[config.mk]
export PLATFORM = sky130hd
export DESIGN_NAME = ikm_mul
export DESIGN_NICKNAME = d
export VERILOG_FILES = /design/src/rtl/core/ikm_mul.sv
export SDC_FILE = /design/constraint.sdc
export NUM_CORES = 2
export LEC_CHECK = 0
export BUFFER_PORTS_ARGS = -buffer_cell sky130_fd_sc_hd__buf_2
export CORE_ASPECT_RATIO = 2
export CORE_UTILIZATION = 60
export CTS_CLUSTER_SIZE = 20
export DETAILED_ROUTE_END_ITERATION = 8
export PLACE_DENSITY = 0.88
export SYNTH_ARGS = -nofsm -noshare
export SYNTH_HDL_FRONTEND = slang
export SYNTH_SLANG_ARGS = --single-unit
[constraint.sdc]
create_clock -name clock -period 39 [get_ports clock]
set_input_delay 7.8 -clock clock [delete_from_list [all_inputs] [get_ports clock]]
set_output_delay 7.8 -clock clock [all_outputs]
set_load 0.01 [all_outputs]
[src/rtl/core/ikm_mul.sv]
// ----------------------------------------------------------------------------
// ikm_mul
// Shared sign-magnitude multiplier with registered product, exact and
// rounded-to-fraction results.
// ----------------------------------------------------------------------------
module ikm_mul #(
   parameter int WORD_BITS = 32,
   parameter int FRAC_BITS = 24,
   localparam int MAG_BITS  = (WORD_BITS > FRAC_BITS) ? WORD_BITS + 1 : FRAC_BITS + 1,
   localparam int OP_BITS   = MAG_BITS + 1,
   localparam int PROD_BITS = 2 * MAG_BITS
) (
   input  logic                      clock,
   input  logic signed [OP_BITS-1:0] op_a,
   input  logic signed [OP_BITS-1:0] op_b,
   output logic [PROD_BITS-1:0]      prod,
   output logic signed [63:0]        prod_q
);
   logic [MAG_BITS-1:0]  mag_a;
   logic [MAG_BITS-1:0]  mag_b;
   logic [PROD_BITS-1:0] prod_ff;
   logic [PROD_BITS-1:0] prod_in;
   logic                 neg_ff;
   logic                 neg_in;
   logic [PROD_BITS:0]   rnd;
   logic [PROD_BITS:0]   rnd_sh;
   logic                 sat;
   logic [62:0]          q_mag;

   always_comb begin
      mag_a   = MAG_BITS'(op_a[OP_BITS-1] ? -op_a : op_a);
      mag_b   = MAG_BITS'(op_b[OP_BITS-1] ? -op_b : op_b);
      prod_in = PROD_BITS'(mag_a) * PROD_BITS'(mag_b);
      neg_in  = op_a[OP_BITS-1] ^ op_b[OP_BITS-1];
   end

   always_ff @(posedge clock) begin
      prod_ff <= prod_in;
      neg_ff  <= neg_in;
   end

   always_comb begin
      rnd    = {1'b0, prod_ff} + ((PROD_BITS + 1)'(1) << (FRAC_BITS - 1));
      sat    = (rnd >> (62 + FRAC_BITS)) != '0;
      rnd_sh = rnd >> FRAC_BITS;
      q_mag  = sat ? (63'(1) << 62) : 63'(rnd_sh);
      prod_q = neg_ff ? -signed'({1'b0, q_mag}) : signed'({1'b0, q_mag});
      prod   = prod_ff;
   end

endmodule

==> results_tabular.tex <==
\begin{tabular}{lr}
\hline
Metric & Value \\
\hline
\multicolumn{2}{l}{\textbf{Setup path}} \\
Arrival time worst endpoint & 19.97 ns \\
Data required time at the worst endpoint & 39.35 ns \\
Start-to-end type of the worst setup path & in2reg \\
Startpoint Class & primary input \\
Critical Path Slowest Stage Cell & xor2\_1 \\
Critical path's most frequent cell & fa\_1 \\
Crit. End Element & register \\
Largest fanout of any net on the critical path & 26 \\
Slowest Stage Delay on Critical Path & 1.05 ns \\
\multicolumn{2}{l}{\textbf{Synth}} \\
Number of flops mapped to enable cells by yosys & 0 \\
Top cells by area, synth & fa\_1 49\%, inv\_1 9.6\%, ha\_1 8.6\% \\
Avg Inst Size Synth & 8.55 um\^{}2 \\
Cell Area, Synth & 39,200 um\^{}2 \\
Number of nets produced by synthesis & 5,880 \\
Register bit count reported by yosys & 67 \\
Cell with the most instances after synthesis & inv\_1 \\
Synth area leader & fa\_1 \\
Synth top cells by count & 1,001 x inv\_1, 958 x fa\_1, 651 x nand2\_1 \\
Area fraction of the dominant cell type after synthesis & 48.9\% \\
Predominant post-synthesis flop cell & dfxtp\_1 \\
Share of synthesized flip-flops with an asynchronous set or reset & 0\% \\
Gate count after technology mapping & 4,584 \\
Proportion of synthesized chip area in sequential cells & 3.42\% \\
Synth Warn \# & 0 \\
Count of cell types in the netlist & 81 \\
\multicolumn{2}{l}{\textbf{Routing}} \\
First DRT Iteration DRCs & 3,485 \\
Routed WL & 141,000 um \\
Detailed-router iteration count before antenna repair & 9 \\
Via density per instance & 6.16 \\
Total number of vias & 34.4k \\
WL/cell & 25.3 um \\
Number of remaining DRC errors & 2 \\
Detail Route Antenna Nets & 0 \\
\multicolumn{2}{l}{\textbf{Floorplan}} \\
Vertical die dimension & 363 um \\
IO Count & 199 \\
Placeable core region & 64,700 um\^{}2 \\
Number of placement rows & 132 \\
Total die area & 66,400 um\^{}2 \\
Chip width & 183 um \\
Starting utilization of the core area & 60.5\% \\
\multicolumn{2}{l}{\textbf{STA}} \\
Top achievable clock speed & 51.0 MHz \\
Unrepaired setup endpoints after global routing & false \\
Slew of the pin with the lowest slew margin & 1.56 ns \\
Tightest slew margin relative to the limit & -4.69\% \\
Min Hold Slack & 8.13 ns \\
Number of failing setup endpoints in the final timing report & 0 \\
Hold violation count in the final report & 0 \\
Final total negative setup slack & 0 ns \\
Post-layout min period & 19.61 ns \\
Post-route fraction of the period consumed by the critical path & 50.3\% \\
Final Max Tran Viols & 12 \\
\multicolumn{2}{l}{\textbf{GRT}} \\
Vias in the first global route & 37.5k \\
Global-route usage over all layers & 44.8\% \\
Antenna violations before repair & 16 \\
Maximum number of pins on one net before global-route repair & 43 \\
Total overflow reported by the global router & 0 \\
First-pass GRT wire length & 213,000 um \\
\multicolumn{2}{l}{\textbf{Placement}} \\
GPL Wtd Cong & 1.07 \\
Half-perimeter wire length of the detailed placement result & 111,000 um \\
Post-placement cell count & 5,563 \\
Buffers on Ports & 198 \\
\multicolumn{2}{l}{\textbf{Layout}} \\
Fraction of layout cells with a size suffix above 1 & 8.50\% \\
Number of filler cells placed in the layout & 5,258 \\
Area grow syn2layout & 6.95\% \\
Number of standard cells in the final layout excluding fillers & 5,589 \\
Final nets & 5,999 \\
\multicolumn{2}{l}{\textbf{CTS}} \\
Number of hold buffers added after cts & 0 \\
Number of sinks on the clock net & 67 \\
Setup fix buffers added after clock tree synthesis & 0 \\
CTS tree & yes \\
CTS H-Tree Depth & 3 \\
Clock tree root buffer cell & clkbuf\_16 \\
Clock-pin slew reported for the worst setup and hold paths after clock tree synthesis & 0.07 ns \\
TritonCTS Buffers & 9 \\
Maximum clock path buffer count & 2 \\
Number of cells upsized or downsized after cts & 0 \\
\multicolumn{2}{l}{\textbf{Run}} \\
Max-cap violations & 1 \\
\multicolumn{2}{l}{\textbf{Run status}} \\
Outcome & finished with violations \\
Failing checks & design-rule violations, max-capacitance violations, max-slew violations \\
\multicolumn{2}{l}{\textbf{Min path}} \\
Worst hold-check path type & in2reg \\
\hline
\end{tabular}
==> cells in the final DEF (no fill, tap or decap), drive strengths merged, types with 4 or more instances in the layout <==
cell,instances
inv,1004
fa,958
nand2,651
nor2,601
buf,320
ha,269
xnor2,156
xor2,113
o21ai,77
a21oi,76
dfxtp,67
a21o,35
a31oi,34
nand3,33
nand4,32
nor3,28
or3,23
and3,22
o31ai,20
and2,17
nand2b,14
o21bai,13
or2,13
or4,12
diode,10
nor4,10
nor2b,9
clkbuf,9
o21a,7
o41ai,7
o31a,6
o211ai,5
a211oi,5
clkinv,5
o221ai,4
a31o,4
mux2i,4
==> per-stage QoR <==
stage               utilization [%]  area [um^2]  worst slack (ns)
detailed placement             64.2        41600             19.28
global route                   64.7        41900             19.06
CTS                            64.7        41900             19.67
global placement               64.2        41600             19.42
floorplan                         -        39200             21.26
finish                         64.7        41900             19.39
==> per-layer routing <==
layer	vias to the layer above	share of wire (%)	global-route usage, %	routed length [um]
met1	16756	27	42.6	38400
li1	13796	-	-	-
met5	-	0.061	0.444	86
met3	1234	13	17.0	17700
met4	12	14	47.0	19200
met2	2620	47	71.6	66000
==> cells by family (layout without fill, tap and decap cells) <==
logic type	after synthesis	in the layout	synth area share (%)
and+or+nand+nor	1474	1474	15.6
adders and majority gates	1227	1227	57.5
buffers and inverters	1216	1340	11.8
AOI/OAI and AO/OA	326	326	5.43
xor gates and xnor gates	269	269	6.10
DFF	67	67	3.42
muxes	5	5	0.131
other	0	10	0
==> flip-flops by register name, indices dropped and copies added (netlist names) <==
signal / cells
neg_ff: 1
prod: 66
==> critical path, delay by kind of cell <==
family	cells	cell delay, ns
buffers and inverters	7	0.81
AO/OA/AOI/OAI	6	2.15
AND/OR/NAND/NOR	10	3.19
adder cells (fa/ha/maj)	10	4.80
XOR/XNOR	2	1.22
==> worst paths after layout <==
kind	startpoint	to	slack [ns]	cells after the start
setup / recovery	op_a[0]	prod[63]	19.39	35
hold / removal	op_b[0]	prod[2]	8.13	5
==> final cells by class <==
cell class	count	area, um^2	area share (%)
Timing Repair Buffer	320	1910	4.55
Clock buffer	9	225	0.537
Tap cell	871	1090	2.60
Clock inverter	7	83.8	0.200
Multi-Input combinational cell	3301	33500	79.9
Antenna cell	10	25.0	0.0597
Inverter	1004	3770	8.99
Sequential cell	67	1340	3.20
Power is left out: the tool's default activity adds up to more than one toggle a clock period on the data nets, which glitch-free logic cannot reach.
