==> src/rtl/core/ikm_div.sv <==
// ----------------------------------------------------------------------------
// ikm_div
// Restoring divider, one quotient bit per cycle: |p| * 2^(2F) / denominator.
// ----------------------------------------------------------------------------
module ikm_div #(
   parameter int WORD_BITS = 32,
   parameter int FRAC_BITS = 24,
   localparam int DEN_BITS = ((WORD_BITS > FRAC_BITS) ? 2 * WORD_BITS : 2 * FRAC_BITS) + 1,
   localparam int ACC_BITS = DEN_BITS + WORD_BITS,
   localparam int CNT_BITS = $clog2(WORD_BITS)
) (
   input  logic                 clock,
   input  logic                 reset,
   input  logic                 start,
   input  logic [WORD_BITS-1:0] dividend,
   input  logic [DEN_BITS-1:0]  divisor,
   output logic [WORD_BITS-1:0] quotient,
   output logic                 done
);
   logic [ACC_BITS-1:0] acc_ff;
   logic [ACC_BITS-1:0] acc_in;
   logic [DEN_BITS-1:0] den_ff;
   logic [CNT_BITS-1:0] cnt_ff;
   logic [CNT_BITS-1:0] cnt_in;
   logic                busy_ff;
   logic                busy_in;
   logic                done_ff;
   logic                done_in;
   logic [ACC_BITS:0]   shifted;
   logic [DEN_BITS:0]   top;
   logic [DEN_BITS:0]   diff;
   logic                last;

   always_comb begin
      shifted = {acc_ff, 1'b0};
      top     = shifted[ACC_BITS:WORD_BITS];
      diff    = top - {1'b0, den_ff};
      last    = cnt_ff == CNT_BITS'(WORD_BITS - 1);
      acc_in  = acc_ff;
      cnt_in  = cnt_ff;
      busy_in = busy_ff;
      done_in = 1'b0;
      if (start) begin
         acc_in  = ACC_BITS'(dividend) << (2 * FRAC_BITS);
         cnt_in  = '0;
         busy_in = 1'b1;
      end else if (busy_ff) begin
         if (top >= {1'b0, den_ff}) begin
            acc_in = {diff[DEN_BITS-1:0], shifted[WORD_BITS-1:1], 1'b1};
         end else begin
            acc_in = shifted[ACC_BITS-1:0];
         end
         cnt_in = cnt_ff + 1'b1;
         if (last) begin
            busy_in = 1'b0;
            done_in = 1'b1;
         end
      end
   end

   always_ff @(posedge clock) begin
      acc_ff <= acc_in;
      if (start) begin
         den_ff <= divisor;
      end
      if (reset) begin
         cnt_ff  <= '0;
         busy_ff <= 1'b0;
         done_ff <= 1'b0;
      end else begin
         cnt_ff  <= cnt_in;
         busy_ff <= busy_in;
         done_ff <= done_in;
      end
   end

   assign quotient = acc_ff[WORD_BITS-1:0];
   assign done     = done_ff;

endmodule

==> config.mk <==
export PLATFORM = sky130hd
export DESIGN_NAME = ikm_div
export DESIGN_NICKNAME = d
export VERILOG_FILES = /design/src/rtl/core/ikm_div.sv
export SDC_FILE = /design/constraint.sdc
export NUM_CORES = 1
export LEC_CHECK = 0
export BUFFER_PORTS_ARGS = -buffer_cell sky130_fd_sc_hd__buf_4
export CAP_MARGIN = 40
export CORE_MARGIN = 2
export CORE_UTILIZATION = 54
export CTS_CLUSTER_SIZE = 16
export DETAILED_ROUTE_END_ITERATION = 7
export PLACE_DENSITY = 0.76
export REMOVE_ABC_BUFFERS = 1
export SLEW_MARGIN = 20
export SYNTH_ARGS = -nofsm -noshare
export SYNTH_HDL_FRONTEND = slang
export SYNTH_SLANG_ARGS = --single-unit
export TNS_END_PERCENT = 30
==> constraint.sdc <==
create_clock -name clock -period 2.9 [get_ports clock]
set_input_delay 0.145 -clock clock [delete_from_list [all_inputs] [get_ports clock]]
set_output_delay 0.145 -clock clock [all_outputs]
set_load 0.05 [all_outputs]
==> results of run 1 <==
==> flip-flops by register name (all words and copies together), names as in the netlist <==
| register | flops |
|---|---|
| acc_ff | 97 |
| busy_ff | 1 |
| cnt_ff | 5 |
| den_ff | 65 |
| done | 1 |
==> cell type report <==
type | instances | area [sq um] | area share
Clock buffer | 18 | 450 | 0.0286
Multi-Input combinational cell | 872 | 6160 | 0.392
Timing Repair Buffer | 470 | 3910 | 0.249
Inverter | 86 | 323 | 0.0205
Sequential cell | 169 | 4360 | 0.277
Tap cell | 270 | 338 | 0.0215
Clock inverter | 14 | 190 | 0.0121
==> report_power, final <==
part	internal, mW	switching (mW)
Clock	1.24	1.20
Sequential	2.73	0.105
Combinational	1.61	1.74
Total	5.58	3.04
==> repair_timing <==
action / CTS / global route
endpoints found under the setup margin: 66 / 66
pin swaps: 37 / 19
buffers inserted: 9 / 7
gates resized for setup: 79 / 41
hold endpoints to repair: 86 / 1
hold buffers: 80 / 1
cloned: 2 / 0
==> kinds of logic (layout without fill, tap and decap cells) <==
family,Yosys count,count (layout),synth area share
muxes,51,51,0.0470
xor gates and xnor gates,50,50,0.0399
buffers and inverters,183,588,0.0784
and+or+nand+nor,359,359,0.151
adders and majority gates,68,68,0.0782
AOI/OAI and AO/OA,344,344,0.209
DFF,169,169,0.397
==> worst min-delay path: cells and delay by family <==
| family | cells | cell delay (ns) |
|---|---|---|
| buffers and inverters | 1 | 0.08 |
| AOI/OAI and AO/OA | 2 | 0.09 |
==> synthesized netlist by cell type (16+ instances only) <==
cell / n
a21o_1: 23
a21oi_1: 104
buf_2: 16
buf_4: 33
clkbuf_1: 40
dfxtp_1: 72
edfxtp_1: 97
ha_1: 67
inv_1: 86
mux2i_1: 50
nand2_1: 119
nand3_1: 26
nand4_1: 26
nor2_1: 116
o21ai_0: 50
o21ai_1: 30
xnor2_1: 27
xor2_1: 23
==> path summary, 6_finish.rpt <==
kind                startpoint    endpoint  slack, ns  depth (start not counted)
setup / recovery     den_ff[0]  acc_ff[78]      -0.39                         14
hold / removal    dividend[31]  acc_ff[79]      -0.02                          3
setup reg to reg     den_ff[0]  acc_ff[78]      -0.39                         14
hold reg to reg      acc_ff[0]   acc_ff[0]       0.48                          2
==> routing by layer <==
metal  vias up  global-route usage  wire length [microns]
met5         -                   0                      0
met2       595               0.532                  16300
li1       5185                   -                      -
met1      5179               0.398                  14000
met3       126              0.0563                   2820
met4         0               0.148                   1470
==> metrics by stage <==
stage               setup TNS, ns  setup WS (ns)
finish                     -17.31         -0.394
global route               -23.09         -0.503
CTS                        -15.39         -0.367
detailed placement         -20.14         -0.447
global placement           -14.22         -0.321
floorplan                 -103.27          -1.69
==> results.toml, run 1 <==
[die]
dieArea_sq_um = 21500
rows = 52
start_util = 0.546
die_h_microns = 147
core_sq_um = 20100
num_io_pins = 133
dieWidth_microns = 147

[synthesis]
synth-edff-count = 97
avgSynthCellArea_sq_um = 8.96
ys_seq_elements = 169
synth_top_area_cell = "edfxtp_1"
yosys-top-cells-area = "edfxtp_1 (27%), dfxtp_1 (13%), ha_1 (7.6%), a21oi_1 (4.7%), mux2i_1 (4.6%)"
async_flop_share = 0
synth_cell_types = 75
ys_seq_area_frac = 0.397
synth_top_flop_cell = "edfxtp_1"
netlist_instances = 1224
yosysTopAreaCellShare = 0.265
ys_warn_count = 0
synth.cell_area_sq_um = 11000

[critical_path]
crit_path_cell_trace = "ha_2 > fa_2 > nor2b_4 > o31a_1 > o31a_1 > nor2_4 > o311ai_4 > a41oi_2 > buf_6 > o21ai_4 > buf_8 > buf_8 > mux2i_1 > o21ai_1"
crit_required_ns = 3.08
cp-end-kind = "flop"
critical-path-top-delay-family = "compound AO/OA/AOI/OAI gates"
cp_data_arrival_time_ns = 3.47
max_stage_delay_ns = 0.38
cp-start-kind = "flop"
worstSetupPathType = "flop to flop"
cp_max_fo = 8
cp_num_buf_inv = 3
crit_path_top_delay_cell = "edfxtp_1"

[clock_network]
cts.clk_slew.worst_paths_ns = 0.08
cts-root-buf = "clkbuf_16"
cts_buffer_depth = 2
insertion_delay_ns = 0.44
cts_tree = "yes"
cts_buffers = 17
clock_sinks = 169
h-tree-depth = 4

[placement]
placed_cell_area_sq_um = 13700
port-buffer-count = 132
finalWeightedCongestion = 0.998
dpl.cell_count = 1770
hpwlAfterDp_microns = 23100

[grt]
grt_max_degree = 68
grt_pass1_vias = 11200
antenna_found_initial = 0
grt_pass1_wl_microns = 54700
gr-total-overflow = 0
grtUsageTotal = 0.316

[drt]
detail-route-antenna-nets = 0
drt-wirelength-per-cell_microns = 18.2
drt_iter0_markers = 964
dr_total_vias = 11100
drc = 0
wirelength_microns = 34500
dr.pass1.iters = 5
via_per_inst = 5.84

[timing]
rsz0062_at_grt = "true"
max_freq_ghz = 0.304
relSlewSlack = 0.484
hold_viol = 1
timing.final.crit_share = 1.14
maxSlewViolCount = 0
setup_viol = 66
worst_pin_slew_ns = 0.774
min_period_ns = 3.29
fin_skew_ns = 0.0120
holdWs_ns = -0.0168
worst_slack_ns = -0.394

[cells_and_area]
nNetsFinal = 1784
layout_commonest_cell = "buf_4"
final_util = 0.782
final_area_sq_um = 15700
layout_common_cells = "buf_4 (368), nand2_1 (117), nor2_1 (106)"
fin_cells = 1899
drive_above_1_share = 0.317
n_antenna_cell = 0
n_fill_cell = 1229
syn_to_final_growth_pct = 43.3

[pwr]
irDropWorstVdd_mv = 0.430
p_leak_nw = 7.02
p_per_area_nw_per_um2 = 548
finalPower_mw = 8.62

[flow_run]
maxCapViolCount = 0

[run_status]
status = "complete, but fails checks"
violations = "hold timing, setup timing"

[worst_hold_path]
hold_class = "primary input to flop"
Note: power is estimated with default switching activity, not from simulation.
==> run 2: changes to the inputs <==
Settings changed: HOLD_SLACK_MARGIN set to 0.1.
==> results.toml, run 2 (synthesized netlist as in run 1, its figures left out) <==
[run_status]
status = "complete, but fails checks"
violations = "setup timing"

[grt]
grt_pass1_wl_microns = 55300
grtUsageTotal = 0.320
antenna_found_initial = 0
grt_pass1_vias = 11300
grt_max_degree = 68
gr-total-overflow = 0

[timing]
maxSlewViolCount = 0
max_freq_ghz = 0.294
worst_pin_slew_ns = 0.770
worst_slack_ns = -0.501
setup_viol = 66
hold_viol = 0
min_period_ns = 3.40
rsz0062_at_grt = "true"
setup_tns_ns = -17.20
relSlewSlack = 0.486
holdWs_ns = 0.408
fin_skew_ns = 0.0141
timing.final.crit_share = 1.17

[drt]
drt_iter0_markers = 1035
detail-route-antenna-nets = 0
dr_total_vias = 11100
wirelength_microns = 35000
drc = 0
dr.pass1.iters = 5
drt-wirelength-per-cell_microns = 18.3
via_per_inst = 5.82

[critical_path]
cp_data_arrival_time_ns = 3.74
worstSetupPathType = "flop to flop"
crit_path_cell_trace = "ha_2 > fa_2 > nor2b_4 > o31a_1 > o31a_1 > nor2_4 > o311ai_4 > a41oi_2 > buf_6 > o21ai_4 > buf_8 > buf_12 > buf_12 > nand2_1 > a311oi_2"
cp-end-kind = "flop"
critical-path-top-delay-family = "compound AO/OA/AOI/OAI gates"
max_stage_delay_ns = 0.38
cp-start-kind = "flop"
crit_path_top_delay_cell = "edfxtp_1"
crit_required_ns = 3.24
cp_max_fo = 9
cp_num_buf_inv = 4

[cells_and_area]
fin_cells = 1915
layout_commonest_cell = "buf_4"
n_fill_cell = 1213
final_util = 0.790
drive_above_1_share = 0.315
regMostFlops = "acc_ff"
reg.largest.list = "acc_ff x97, den_ff x65, cnt_ff x5"
nNetsFinal = 1800
largest_reg_flops = 97
final_area_sq_um = 15900
syn_to_final_growth_pct = 44.8
n_antenna_cell = 0
layout_common_cells = "buf_4 (366), nand2_1 (116), nor2_1 (103)"

[flow_run]
maxCapViolCount = 0

[die]
core_sq_um = 20100
die_h_microns = 147
dieArea_sq_um = 21500
dieWidth_microns = 147
start_util = 0.546
num_io_pins = 133
rows = 52

[clock_network]
cts.clk_slew.worst_paths_ns = 0.08
clock_sinks = 169
h-tree-depth = 4
cts_buffer_depth = 2
cts_buffers = 17
cts-root-buf = "clkbuf_16"
insertion_delay_ns = 0.45
cts_tree = "yes"

[pwr]
p_per_area_nw_per_um2 = 546
finalPower_mw = 8.67
irDropWorstVdd_mv = 0.429
p_leak_nw = 7.08

[placement]
dpl.cell_count = 1770
port-buffer-count = 132
dpl_worst_slack_ns = -0.447
placed_cell_area_sq_um = 13700
hpwlAfterDp_microns = 23100
finalWeightedCongestion = 0.998

[worst_hold_path]
hold_class = "primary input to flop"
[run 2: final timing paths]
path	from	endpoint	slack, ns	cells past startpoint
max	den_ff[0]	acc_ff[46]	-0.50	15
min	divisor[2]	den_ff[2]	0.41	2
max reg2reg	den_ff[0]	acc_ff[46]	-0.50	15
min reg2reg	acc_ff[0]	acc_ff[0]	0.48	2
[run 2: what timing repair did]
item                                   CTS  global route
buffers inserted                         9             4
gates cloned                             2             0
pin swaps                               37            17
endpoints found under the hold margin  122             0
gates resized for setup                 79            42
setup endpoints to repair               66            66
hold buffers                            99             0
[run 2: worst reg2reg max path: cells and delay by family (launching register included)]
kind	cells	cell delay, ns
flip-flops	1	0.38
AND/OR/NAND/NOR	3	0.29
adder cells (fa/ha/maj)	2	0.58
AO/OA/AOI/OAI	6	1.40
buffers and inverters	4	0.65
[run 2: where the power goes]
part	leakage, nW	internal (mW)	switching, mW
registers	1.56	2.73	0.107
logic	5.22	1.64	1.75
clock network	0.309	1.24	1.21
[run 2: area by class of cell]
| cell class | instances | area [sq um] | area share |
|---|---|---|---|
| flip-flops and latches | 169 | 4360 | 0.274 |
| multi-input cells | 872 | 6150 | 0.387 |
| clock buffers | 18 | 450 | 0.0284 |
| clock inverters | 14 | 190 | 0.0120 |
| inverters | 86 | 323 | 0.0203 |
| well taps | 270 | 338 | 0.0213 |
| repair buffers | 486 | 4080 | 0.257 |
[run 2: metal layers]
| metal | vias up | track usage | part of all wire |
|---|---|---|---|
| li1 | 5219 | - | - |
| met2 | 546 | 0.549 | 0.48 |
| met4 | 0 | 0.142 | 0.038 |
| met1 | 5261 | 0.399 | 0.41 |
| met5 | - | 0 | 0 |
| met3 | 116 | 0.0528 | 0.074 |
