**config.mk**
```make
export PLATFORM = sky130hd
export DESIGN_NAME = ikm_cordic
export DESIGN_NICKNAME = d
export VERILOG_FILES = /design/src/rtl/core/ikm_pkg.sv /design/src/rtl/core/ikm_cordic.sv
export SDC_FILE = /design/constraint.sdc
export NUM_CORES = 1
export LEC_CHECK = 0
export BUFFER_PORTS_ARGS = -buffer_cell sky130_fd_sc_hd__buf_2
export CAP_MARGIN = 25
export CELL_PAD_IN_SITES_DETAIL_PLACEMENT = 1
export CELL_PAD_IN_SITES_GLOBAL_PLACEMENT = 1
export CORE_ASPECT_RATIO = 0.75
export CORE_MARGIN = 8
export CORE_UTILIZATION = 48
export CTS_CLUSTER_SIZE = 16
export DETAILED_ROUTE_END_ITERATION = 8
export GPL_TIMING_DRIVEN = 0
export PLACE_DENSITY = 0.93
export REMOVE_ABC_BUFFERS = 1
export SLEW_MARGIN = 40
export SYNTH_ARGS = -nofsm -noshare
export SYNTH_HDL_FRONTEND = slang
export SYNTH_SLANG_ARGS = --single-unit
```
**constraint.sdc**
```tcl
create_clock -name clock -period 10.5 [get_ports clock]
set_input_delay 1.05 -clock clock [delete_from_list [all_inputs] [get_ports clock]]
set_output_delay 1.05 -clock clock [all_outputs]
set_load 0.01 [all_outputs]
```
**src/rtl/core/ikm_pkg.sv**
```systemverilog
// ----------------------------------------------------------------------------
// ikm_pkg
// Shared codes, state types, constants and elaboration-time helpers for the
// Ikeda map iterator.
// ----------------------------------------------------------------------------
package ikm_pkg;

   localparam int CSR_IDX_BITS = 3;
   localparam int FUNC_BITS    = 2;

   localparam logic [FUNC_BITS-1:0] FUNC_STEP    = 2'd0;
   localparam logic [FUNC_BITS-1:0] FUNC_LOAD    = 2'd1;
   localparam logic [FUNC_BITS-1:0] FUNC_RESTART = 2'd2;

   localparam logic [CSR_IDX_BITS-1:0] REG_COEF_A  = 3'd0;
   localparam logic [CSR_IDX_BITS-1:0] REG_ANGLE_B = 3'd1;
   localparam logic [CSR_IDX_BITS-1:0] REG_GAIN_K  = 3'd2;
   localparam logic [CSR_IDX_BITS-1:0] REG_PHASE_P = 3'd3;
   localparam logic [CSR_IDX_BITS-1:0] REG_START_X = 3'd4;
   localparam logic [CSR_IDX_BITS-1:0] REG_START_Y = 3'd5;

   localparam logic [31:0] RST_COEF_A  = 32'd14260634;
   localparam logic [31:0] RST_ANGLE_B = 32'd15099494;
   localparam logic [31:0] RST_GAIN_K  = 32'd6710886;
   localparam logic [31:0] RST_PHASE_P = 32'd129184563;

   localparam logic [63:0] PI_Q60         = 64'd3622009729038561421;
   localparam logic [63:0] QUARTER_PI_Q60 = 64'd905502432259640355;
   localparam logic [63:0] GAIN_Q32       = 64'd2608131496;

   typedef enum logic [2:0] {
      ST_IDLE,
      ST_SQR,
      ST_DIV,
      ST_TRIG,
      ST_ROT,
      ST_GAIN
   } ikm_state_type;

   typedef enum logic [1:0] {
      CS_IDLE,
      CS_REDUCE,
      CS_FOLD,
      CS_ROTATE
   } ikm_cord_state_type;

   function automatic logic [63:0] to_frac(input logic [63:0] v60, input int f);
      return (v60 + (64'd1 << (59 - f))) >> (60 - f);
   endfunction

   function automatic logic [63:0] gain_frac(input int f);
      if (f < 32) begin
         return (GAIN_Q32 + (64'd1 << (31 - f))) >> (32 - f);
      end
      return GAIN_Q32 << (f - 32);
   endfunction

   function automatic logic [63:0] atan_q60(input int i);
      logic signed [63:0] acc;
      logic signed [63:0] term;
      int n;
      acc = '0;
      if (i == 0) begin
         return QUARTER_PI_Q60;
      end
      for (n = 0; n < 31; n++) begin
         if (i * (2 * n + 1) <= 60) begin
            term = signed'((64'd1 << (60 - i * (2 * n + 1))) / 64'(2 * n + 1));
            acc  = (n % 2 == 1) ? acc - term : acc + term;
         end
      end
      return unsigned'(acc);
   endfunction

   function automatic logic [63:0] atan_frac(input int i, input int f);
      return to_frac(atan_q60(i), f);
   endfunction

endpackage

```
**src/rtl/core/ikm_cordic.sv**
```systemverilog
// ----------------------------------------------------------------------------
// ikm_cordic
// Angle reduction by shifted compare-subtract, quadrant fold and a shared
// rotation-mode CORDIC stage giving cos and sin.
// ----------------------------------------------------------------------------
module ikm_cordic #(
   parameter int WORD_BITS = 32,
   parameter int FRAC_BITS = 24,
   localparam int T_BITS    = WORD_BITS + 2,
   localparam int X_BITS    = FRAC_BITS + 3
) (
   input  logic                     clock,
   input  logic                     reset,
   input  logic                     start,
   input  logic signed [T_BITS-1:0] angle,
   output logic signed [X_BITS-1:0] cos_q,
   output logic signed [X_BITS-1:0] sin_q,
   output logic                     done
);
   import ikm_pkg::*;

   localparam int R_BITS    = WORD_BITS + 1;
   localparam int RED_STEPS = (WORD_BITS > FRAC_BITS) ? WORD_BITS - FRAC_BITS + 1 : 1;
   localparam int STEP_BITS = $clog2((FRAC_BITS > RED_STEPS) ? FRAC_BITS : RED_STEPS);
   localparam int IDX_BITS  = $clog2(FRAC_BITS);
   localparam int WIDE_BITS = WORD_BITS + FRAC_BITS + 4;
   localparam int ZF_BITS   = (WORD_BITS + 3 > FRAC_BITS + 5) ? WORD_BITS + 3 : FRAC_BITS + 5;
   localparam int ZA_BITS   = FRAC_BITS + 4;

   localparam logic [WIDE_BITS-1:0] TWO_PI_W = WIDE_BITS'(to_frac(2 * PI_Q60, FRAC_BITS));
   localparam logic signed [ZF_BITS-1:0] TWO_PI_Z = ZF_BITS'(to_frac(2 * PI_Q60, FRAC_BITS));
   localparam logic signed [ZF_BITS-1:0] PI_Z = ZF_BITS'(to_frac(PI_Q60, FRAC_BITS));
   localparam logic signed [ZF_BITS-1:0] HALF_PI_Z = ZF_BITS'(to_frac(PI_Q60 / 2, FRAC_BITS));
   localparam logic signed [X_BITS-1:0] GAIN_X = X_BITS'(gain_frac(FRAC_BITS));

   ikm_cord_state_type state_ff;
   ikm_cord_state_type state_in;

   logic [FRAC_BITS:0]         atan_tab [FRAC_BITS];
   logic [R_BITS-1:0]          r_ff;
   logic [R_BITS-1:0]          r_in;
   logic                       neg_ff;
   logic                       flip_ff;
   logic                       flip_in;
   logic [STEP_BITS-1:0]       cnt_ff;
   logic [STEP_BITS-1:0]       cnt_in;
   logic signed [X_BITS-1:0]   x_ff;
   logic signed [X_BITS-1:0]   x_in;
   logic signed [X_BITS-1:0]   y_ff;
   logic signed [X_BITS-1:0]   y_in;
   logic signed [ZA_BITS-1:0]  z_ff;
   logic signed [ZA_BITS-1:0]  z_in;
   logic                       done_ff;
   logic                       done_in;
   logic [WIDE_BITS-1:0]       sub;
   logic signed [ZF_BITS-1:0]  z_abs;
   logic signed [ZF_BITS-1:0]  z_s;
   logic signed [ZF_BITS-1:0]  z_w;
   logic signed [ZF_BITS-1:0]  z_f;
   logic signed [X_BITS-1:0]   dx;
   logic signed [X_BITS-1:0]   dy;
   logic signed [ZA_BITS-1:0]  da;
   logic                       red_last;
   logic                       rot_last;

   for (genvar g = 0; g < FRAC_BITS; g++) begin : g_atan
      assign atan_tab[g] = (FRAC_BITS + 1)'(atan_frac(g, FRAC_BITS));
   end

   always_comb begin
      red_last = cnt_ff == '0;
      rot_last = cnt_ff == STEP_BITS'(FRAC_BITS - 1);
      state_in = state_ff;
      unique case (state_ff)
         CS_IDLE: begin
            if (start) begin
               state_in = CS_REDUCE;
            end
         end
         CS_REDUCE: begin
            if (red_last) begin
               state_in = CS_FOLD;
            end
         end
         CS_FOLD: begin
            state_in = CS_ROTATE;
         end
         CS_ROTATE: begin
            if (rot_last) begin
               state_in = CS_IDLE;
            end
         end
         default: begin
            state_in = CS_IDLE;
         end
      endcase
   end

   always_comb begin
      sub     = TWO_PI_W << cnt_ff;
      z_abs   = signed'(ZF_BITS'(r_ff));
      z_s     = neg_ff ? -z_abs : z_abs;
      z_w     = (z_s > PI_Z) ? z_s - TWO_PI_Z : ((z_s < -PI_Z) ? z_s + TWO_PI_Z : z_s);
      flip_in = flip_ff;
      z_f     = z_w;
      if (z_w > HALF_PI_Z) begin
         z_f     = z_w - PI_Z;
         flip_in = 1'b1;
      end else if (z_w < -HALF_PI_Z) begin
         z_f     = z_w + PI_Z;
         flip_in = 1'b1;
      end
      dx      = y_ff >>> cnt_ff;
      dy      = x_ff >>> cnt_ff;
      da      = signed'(ZA_BITS'(atan_tab[cnt_ff[IDX_BITS-1:0]]));
      r_in    = r_ff;
      cnt_in  = cnt_ff;
      x_in    = x_ff;
      y_in    = y_ff;
      z_in    = z_ff;
      done_in = 1'b0;
      unique case (state_ff)
         CS_IDLE: begin
            if (start) begin
               r_in   = R_BITS'(angle[T_BITS-1] ? -angle : angle);
               cnt_in = STEP_BITS'(RED_STEPS - 1);
            end
         end
         CS_REDUCE: begin
            if (WIDE_BITS'(r_ff) >= sub) begin
               r_in = r_ff - R_BITS'(sub);
            end
            cnt_in = cnt_ff - 1'b1;
         end
         CS_FOLD: begin
            x_in   = GAIN_X;
            y_in   = '0;
            z_in   = ZA_BITS'(z_f);
            cnt_in = '0;
         end
         CS_ROTATE: begin
            if (z_ff >= 0) begin
               x_in = x_ff - dx;
               y_in = y_ff + dy;
               z_in = z_ff - da;
            end else begin
               x_in = x_ff + dx;
               y_in = y_ff - dy;
               z_in = z_ff + da;
            end
            cnt_in  = cnt_ff + 1'b1;
            done_in = rot_last;
         end
         default: begin
            done_in = 1'b0;
         end
      endcase
   end

   always_ff @(posedge clock) begin
      r_ff <= r_in;
      x_ff <= x_in;
      y_ff <= y_in;
      z_ff <= z_in;
      if (state_ff == CS_IDLE && start) begin
         neg_ff <= angle[T_BITS-1];
      end
      if (reset) begin
         state_ff <= CS_IDLE;
         cnt_ff   <= '0;
         flip_ff  <= 1'b0;
         done_ff  <= 1'b0;
      end else begin
         state_ff <= state_in;
         cnt_ff   <= cnt_in;
         done_ff  <= done_in;
         if (state_ff == CS_IDLE && start) begin
            flip_ff <= 1'b0;
         end else if (state_ff == CS_FOLD) begin
            flip_ff <= flip_in;
         end
      end
   end

   assign cos_q = flip_ff ? -x_ff : x_ff;
   assign sin_q = flip_ff ? -y_ff : y_ff;
   assign done  = done_ff;

endmodule

```
==> impl_results.md, run 1 <==
- Yosys top cell by area: edfxtp_1
- R2R setup slack: 2.12 ns
- Hold path cells: 2
- Count of cell types in the netlist: 107
- CP max stage cell: ha_1
- Class of the worst hold path: reg -> reg
- Vias: 23.8k
- DP HPWL: 64,900 um
- DRT Wirelength: 86,300 um
- Final setup vio count: 0
- Rows: 67
- Final min period: 8.38 ns
- Ys flop type: edfxtp_1
- Skew-Pair Late Insertion Delay: 0.48 ns
- TritonCTS clock tree: built
- Max FO, Critical Path: 33
- # resized after CTS: 0
- Final WS setup: 2.12 ns
- CTS sink count: 125
- Worst Path Required: 10.72 ns
- Worst slew pin tran: 0.882 ns
- DIE HEIGHT: 200 um
- Final hold violations: 0
- Upper clock frequency limit: 0.119 GHz
- Bufs on Longest Clock Path: 2
- Hold EP: state_ff[1]
- Initial antenna violation count: 1
- Status: complete, no violations
- Die area: 52,100 um^2
- Post-synth EDFFs: 116
- RSZ-0062 raised after global routing: false
- Worst R2R End: z_ff[26]
- Final Slew Violations: 0
- First-pass GRT wire length: 134,000 um
- FILL cells: 5,542
- Post-DRT Antenna Nets: 0
- Vias in the first global route: 23.6k
- Cts hold-fix bufs: 0
- Die X: 261 um
- Asr flop ratio synth: 0
- Critical Path End Type: flip-flop
- Critical Path AT: 8.60 ns
- Post-Route Utilization: 0.521
- Number of DRC markers in iteration 0: 3,000
- I/O pins: 92
- Reg-to-reg startpoint: cnt_ff[0]
- Top cell type's share of synthesized area: 0.161
- Largest net degree at the start of global routing: 61
- Top cells by area, synth: edfxtp_1 (16%), xnor2_1 (8.4%), ha_1 (7.9%)
- Post-Synthesis Cell Area: 21,600 um^2
- Clk_skew: 0.0145 ns
- Nets: 2,990
- Vias/cell: 6.97
- #FFs+latches synth: 125
- Sequential share of the synthesized area: 0.170
- Area delta synth->final: 7.46%
- Worst-path clk slew: 0.06 ns
- Post-synthesis cell count: 2,850
- Dpl cell area: 22,600 um^2
- Hold wc startpoint: state_ff[1]
- Number of max-cap violations: 0
- WHS: 0.614 ns
- Clock root buffer: clkbuf_16
- Worst-case reg-to-reg path depth: 29
- Synth warnings: 0
- Overall routing resource usage: 0.321
- Avg Inst Size Synth: 7.58 um^2
- Residual DRC: 0
- Fraction of layout instances using a drive strength above 1: 0.109
- Num CTS Buffers: 17
- Pre-CTS WS: 2.41 ns
- Final RePlAce weighted congestion: 0.978
- Cell area after layout: 23,200 um^2
- Port bufs: 91
- Core area: 44,500 um^2
- Crit-path max cell delay: 0.76 ns
- First-pass detailed-route iteration total: 6
- Critical path class: reg -> reg
- Initial Util: 0.485
- H-tree depth: 4
- DR WL/cell: 25.3 um
- Post-CTS setup buffers: 0
- Total gr overflow: 0
- Critical path launch point type: flip-flop
- Worst slew margin: 0.411
- Fin crit share: 0.798
cell usage in the layout, fill, tap and decap left out, types with 22 or more instances in the layout:
| master | netlist | routed |
|---|---|---|
| inv_1 | 94 | 93 |
| nand2_1 | 330 | 330 |
| edfxtp_1 | 116 | 116 |
| nand4_1 | 22 | 22 |
| o31ai_1 | 55 | 54 |
| a21oi_1 | 218 | 218 |
| nor2_1 | 238 | 236 |
| or2_2 | 33 | 32 |
| o21a_1 | 35 | 34 |
| mux4_2 | 43 | 43 |
| nor2b_1 | 27 | 27 |
| buf_2 | 15 | 91 |
| or4_1 | 28 | 28 |
| o21ai_0 | 233 | 233 |
| and3_1 | 26 | 26 |
| o211ai_1 | 24 | 24 |
| o41ai_1 | 23 | 22 |
| xnor2_1 | 206 | 202 |
| a211oi_1 | 27 | 27 |
| a31oi_1 | 34 | 32 |
| a21o_1 | 33 | 33 |
| and2_1 | 33 | 33 |
| xor2_1 | 107 | 104 |
| nor3_1 | 75 | 75 |
| nand2b_1 | 36 | 36 |
| mux2i_1 | 56 | 56 |
| or3_1 | 53 | 53 |
| nand3_1 | 63 | 63 |
| ha_1 | 136 | 134 |
how the worst max path moves through the flow:
| stage | slack [ns] | start | to | cells after the start |
|---|---|---|---|---|
| after CTS | 2.30 | cnt_ff[0] | z_ff[26] | 29 |
| after global routing | 1.66 | cnt_ff[0] | z_ff[26] | 30 |
| final | 2.12 | cnt_ff[0] | z_ff[26] | 29 |
| after global placement | -1.45 | cnt_ff[2] | r_ff[19] | 22 |
| after detailed placement | 2.41 | cnt_ff[0] | z_ff[26] | 30 |
| after floorplan | 1.91 | cnt_ff[0] | z_ff[26] | 27 |
through the flow:
stage	TNS, ns	cells
floorplan	0	2681
global placement	-56.21	3358
detailed placement	0	3379
CTS	0	3411
global route	0	3411
finish	0	3412
metal layers:
| metal | track usage | up-vias | wire, um |
|---|---|---|---|
| li1 | - | 10400 | - |
| met2 | 0.485 | 1466 | 37300 |
| met1 | 0.448 | 11700 | 36700 |
| met5 | 0 | - | 0 |
| met3 | 0.0766 | 221 | 9910 |
| met4 | 0.100 | 0 | 2350 |
cells in the mapped netlist, drive strengths merged (33+ instances only):
cell and instances:
nand2b 36, a21oi 219, inv 94, o21a 35, ha 136, and2 33, a31oi 34, clkbuf 128
buf 41, nor2 239, or3 53, nand3 63, nand2 331, o31ai 57, xnor2 211, edfxtp 116
nor3 75, or2 38, a21o 33, xor2 108, mux2i 56, mux4 43, o21ai 246
cell type report:
cell class                      count  area [um^2]  share of cell area
Multi-Input combinational cell   2457        17000               0.733
Antenna cell                        1         2.50            0.000108
Sequential cell                   125         3690               0.159
Timing Repair Buffer              112          808              0.0348
Clock inverter                     13          149             0.00641
Clock buffer                       19          433              0.0187
Tap cell                          586          733              0.0316
Inverter                           99          388              0.0167
critical path, delay by kind of cell (launching register included):
family	cells	cell delay, ns
AND/OR/NAND/NOR	3	0.67
XOR/XNOR	1	0.17
buffers and inverters	4	1.39
AO/OA/AOI/OAI	16	3.61
adder cells (fa/ha/maj)	3	1.40
flip-flops	1	0.45
multiplexers	2	0.38
state kept, by name (all words and copies together) (netlist names):
name	count
neg_ff	1
done	1
z_ff	28
x_ff	27
flip_ff	1
y_ff	27
r_ff	33
state_ff	2
cnt_ff	5
cell families after synthesis:
family,count (synthesis),share of synthesized area
adders and majority gates,141,0.0834
xor gates and xnor gates,319,0.131
and+or+nand+nor,1026,0.231
muxes,109,0.0760
AOI/OAI and AO/OA,862,0.258
buffers and inverters,268,0.0504
DFF,125,0.170
Power of run 1 is not shown: default switching activity piles up to over one toggle a cycle in this logic, so the estimate is an artifact.
==> run 2, diff against run 1 <==
--- a/config.mk
+++ b/config.mk
@@ -11,11 +11,11 @@
 export CELL_PAD_IN_SITES_GLOBAL_PLACEMENT = 1
 export CORE_ASPECT_RATIO = 0.75
 export CORE_MARGIN = 8
-export CORE_UTILIZATION = 48
+export CORE_UTILIZATION = 44
 export CTS_CLUSTER_SIZE = 16
 export DETAILED_ROUTE_END_ITERATION = 8
 export GPL_TIMING_DRIVEN = 0
-export PLACE_DENSITY = 0.93
+export PLACE_DENSITY = 0.9
 export REMOVE_ABC_BUFFERS = 1
 export SLEW_MARGIN = 40
 export SYNTH_ARGS = -nofsm -noshare
==> constraint.sdc (replaced) <==
create_clock -name clock -period 6.95 [get_ports clock]
set_input_delay 0.695 -clock clock [delete_from_list [all_inputs] [get_ports clock]]
set_output_delay 0.695 -clock clock [all_outputs]
set_load 0.01 [all_outputs]
==> impl_results.md, run 2 (same netlist as run 1, synthesis figures left out) <==
- Status: complete, no violations
- Vias in the first global route: 23.8k (+0.99%)
- Number of max-cap violations: 0 (unchanged)
- Core area: 48,600 um^2 (+9.2%)
- Placed insts: 3,441 (+1.8%)
- Diodes inserted: 0 (-1)
- Post-DRT Antenna Nets: 0 (unchanged)
- Hold EP: state_ff[1]
- Hold path cells: 2 (unchanged)
- Top reg by flops: r_ff
- Clock root buffer: clkbuf_16
- Critical Path End Type: flip-flop
- Hold wc startpoint: reset
- Fraction of layout instances using a drive strength above 1: 0.148 (+0.0384)
- Worst Path Required: 7.16 ns (-3.56 ns)
- Class of the worst hold path: in -> reg
- Reg area: 3690 um^2 (unchanged)
- Area delta synth->final: 11.7%
- CTS sink count: 125 (unchanged)
- Total gr overflow: 0 (unchanged)
- TritonCTS clock tree: built
- Final RePlAce weighted congestion: 0.955 (-2.4%)
- Rows: 70 (+4.5%)
- H-tree depth: 4 (unchanged)
- Multi-input logic area: 17,400 um^2 (+2.4%)
- Max reg flops: 33 (unchanged)
- Clk_skew: 0.0170 ns (+0.00250 ns)
- Vias/cell: 6.76 (-3.0%)
- Worst-path clk slew: 0.07 ns (about the same)
- Final min period: 6.79 ns (-1.59 ns)
- Port bufs: 91 (unchanged)
- Largest net degree at the start of global routing: 62 (+1.6%)
- Number of DRC markers in iteration 0: 2,989 (-0.37%)
- DIE HEIGHT: 208 um (+4.1%)
- R2R setup slack: 0.16 ns (-1.96 ns)
- Die X: 272 um (+4.2%)
- Critical path launch point type: flip-flop
- Skew-Pair Late Insertion Delay: 0.48 ns (about the same)
- First-pass detailed-route iteration total: 5 (-1)
- First-pass GRT wire length: 136,000 um (+1.2%)
- Max FO, Critical Path: 13 (-61%)
- Critical Path AT: 7.00 ns (-1.60 ns)
- Worst-case reg-to-reg path depth: 20 (-31%)
- Fin crit share: 0.977 (+0.179)
- Finished Layout Cells: 3,530 (+3.5%)
- Final hold violations: 0 (unchanged)
- DRT Wirelength: 87,600 um (+1.5%)
- Initial antenna violation count: 2 (+1)
- Bufs on Longest Clock Path: 2 (unchanged)
- DP HPWL: 64,800 um (-0.15%)
- Initial Util: 0.444 (-0.0409)
- Post-Route Utilization: 0.496 (-0.0249)
- Worst slew pin tran: 0.891 ns (+0.00899 ns)
- DR WL/cell: 24.8 um (-1.9%)
- Num CTS Buffers: 17 (unchanged)
- Final setup vio count: 0 (unchanged)
- Worst slew margin: 0.400 (-0.0108)
- Most common cell after layout, fill and taps aside: nand2_1
- Vias: 23.9k (+0.40%)
- Reg-to-reg startpoint: r_ff[1]
- I/O pins: 92 (unchanged)
- Commonest cells after routing, fill and taps aside: nand2_1 (326), nor2_1 (232), o21ai_0 (223)
- Die area: 56,500 um^2 (+8.4%)
- Critical path class: reg -> reg
- Nets: 3,047 (+1.9%)
- Final Slew Violations: 0 (unchanged)
- Upper clock frequency limit: 0.147 GHz (+23%)
- Residual DRC: 0 (unchanged)
- FILL cells: 5,933 (+7.1%)
- Top flop regs: r_ff: 33 flops, z_ff: 28 flops
- Overall routing resource usage: 0.293 (-0.0275)
- Worst R2R End: z_ff[27]
run 2: cell count changes in the layout (fill, tap and decap cells not counted), moves of 4 or more:
cell      change
o21ai_0      -10
buf_4        +52
clkinv_1      -4
or4_1         -7
nor2_1        -4
or4_4         +7
o21ai_1       +6
nand2_1       -4
run 2: worst max-delay path by stage:
stage / from / to / slack (ns)
after floorplan: cnt_ff[0] / z_ff[26] / -1.64
after global placement: cnt_ff[2] / r_ff[29] / -5.01
after detailed placement: r_ff[0] / z_ff[27] / -1.27
after CTS: cnt_ff[2] / r_ff[30] / 0.001
after global routing: cnt_ff[1] / x_ff[26] / -0.07
final: r_ff[1] / z_ff[27] / 0.16
run 2: routing by layer:
layer / part of all wire / vias up / global-route usage
li1: - / 10500 / -
met1: 0.43 / 11800 / 0.414
met2: 0.44 / 1309 / 0.440
met3: 0.099 / 189 / 0.0613
met4: 0.028 / 4 / 0.0972
met5: 0.00030 / - / 0
run 2: what timing repair did:
action,in CTS,in global routing
cloned,1,0
pin swaps,10,7
hold buffers,0,0
setup buffers,25,31
endpoints found under the hold margin,0,0
setup endpoints to repair,76,74
gates resized for setup,42,55
run 2: cell type report:
type | instances | share of cell area
Inverter | 99 | 0.0173
Multi-Input combinational cell | 2458 | 0.722
Tap cell | 648 | 0.0336
Clock inverter | 15 | 0.00482
Timing Repair Buffer | 168 | 0.0523
Clock buffer | 17 | 0.0176
Sequential cell | 125 | 0.153
run 2: per-stage QoR:
step	setup TNS [ns]	worst slack [ns]	hold slack, ns	area [um^2]
3_5_place_dp	-70.48	-1.27	0.614	22600
2_1_floorplan	-85.97	-1.64	0.528	20900
5_1_grt	-0.274	-0.0718	0.516	24100
4_1_cts	0	0.00120	0.485	23600
6_report	0	0.161	0.527	24100
3_3_place_gp	-468.78	-5.01	0.550	22100
run 2: critical path, cell delays in order, from the launching register on:
cell and delay [ns]:
edfxtp_1 0.50, inv_1 0.19, ha_2 0.26, or3b_4 0.46, or4_4 0.59, o41ai_2 0.25
xor2_1 0.21, or3_1 0.37, or4_1 0.47, a22oi_2 0.24, buf_6 0.18, o21ai_0 0.13
o211ai_1 0.40, o31ai_1 0.21, a31o_2 0.31, a41o_1 0.28, o2111ai_4 0.37, nand2_2 0.35
a32o_1 0.37, xnor2_1 0.24, mux2i_1 0.12
Power of run 2 is left out for the same reason.
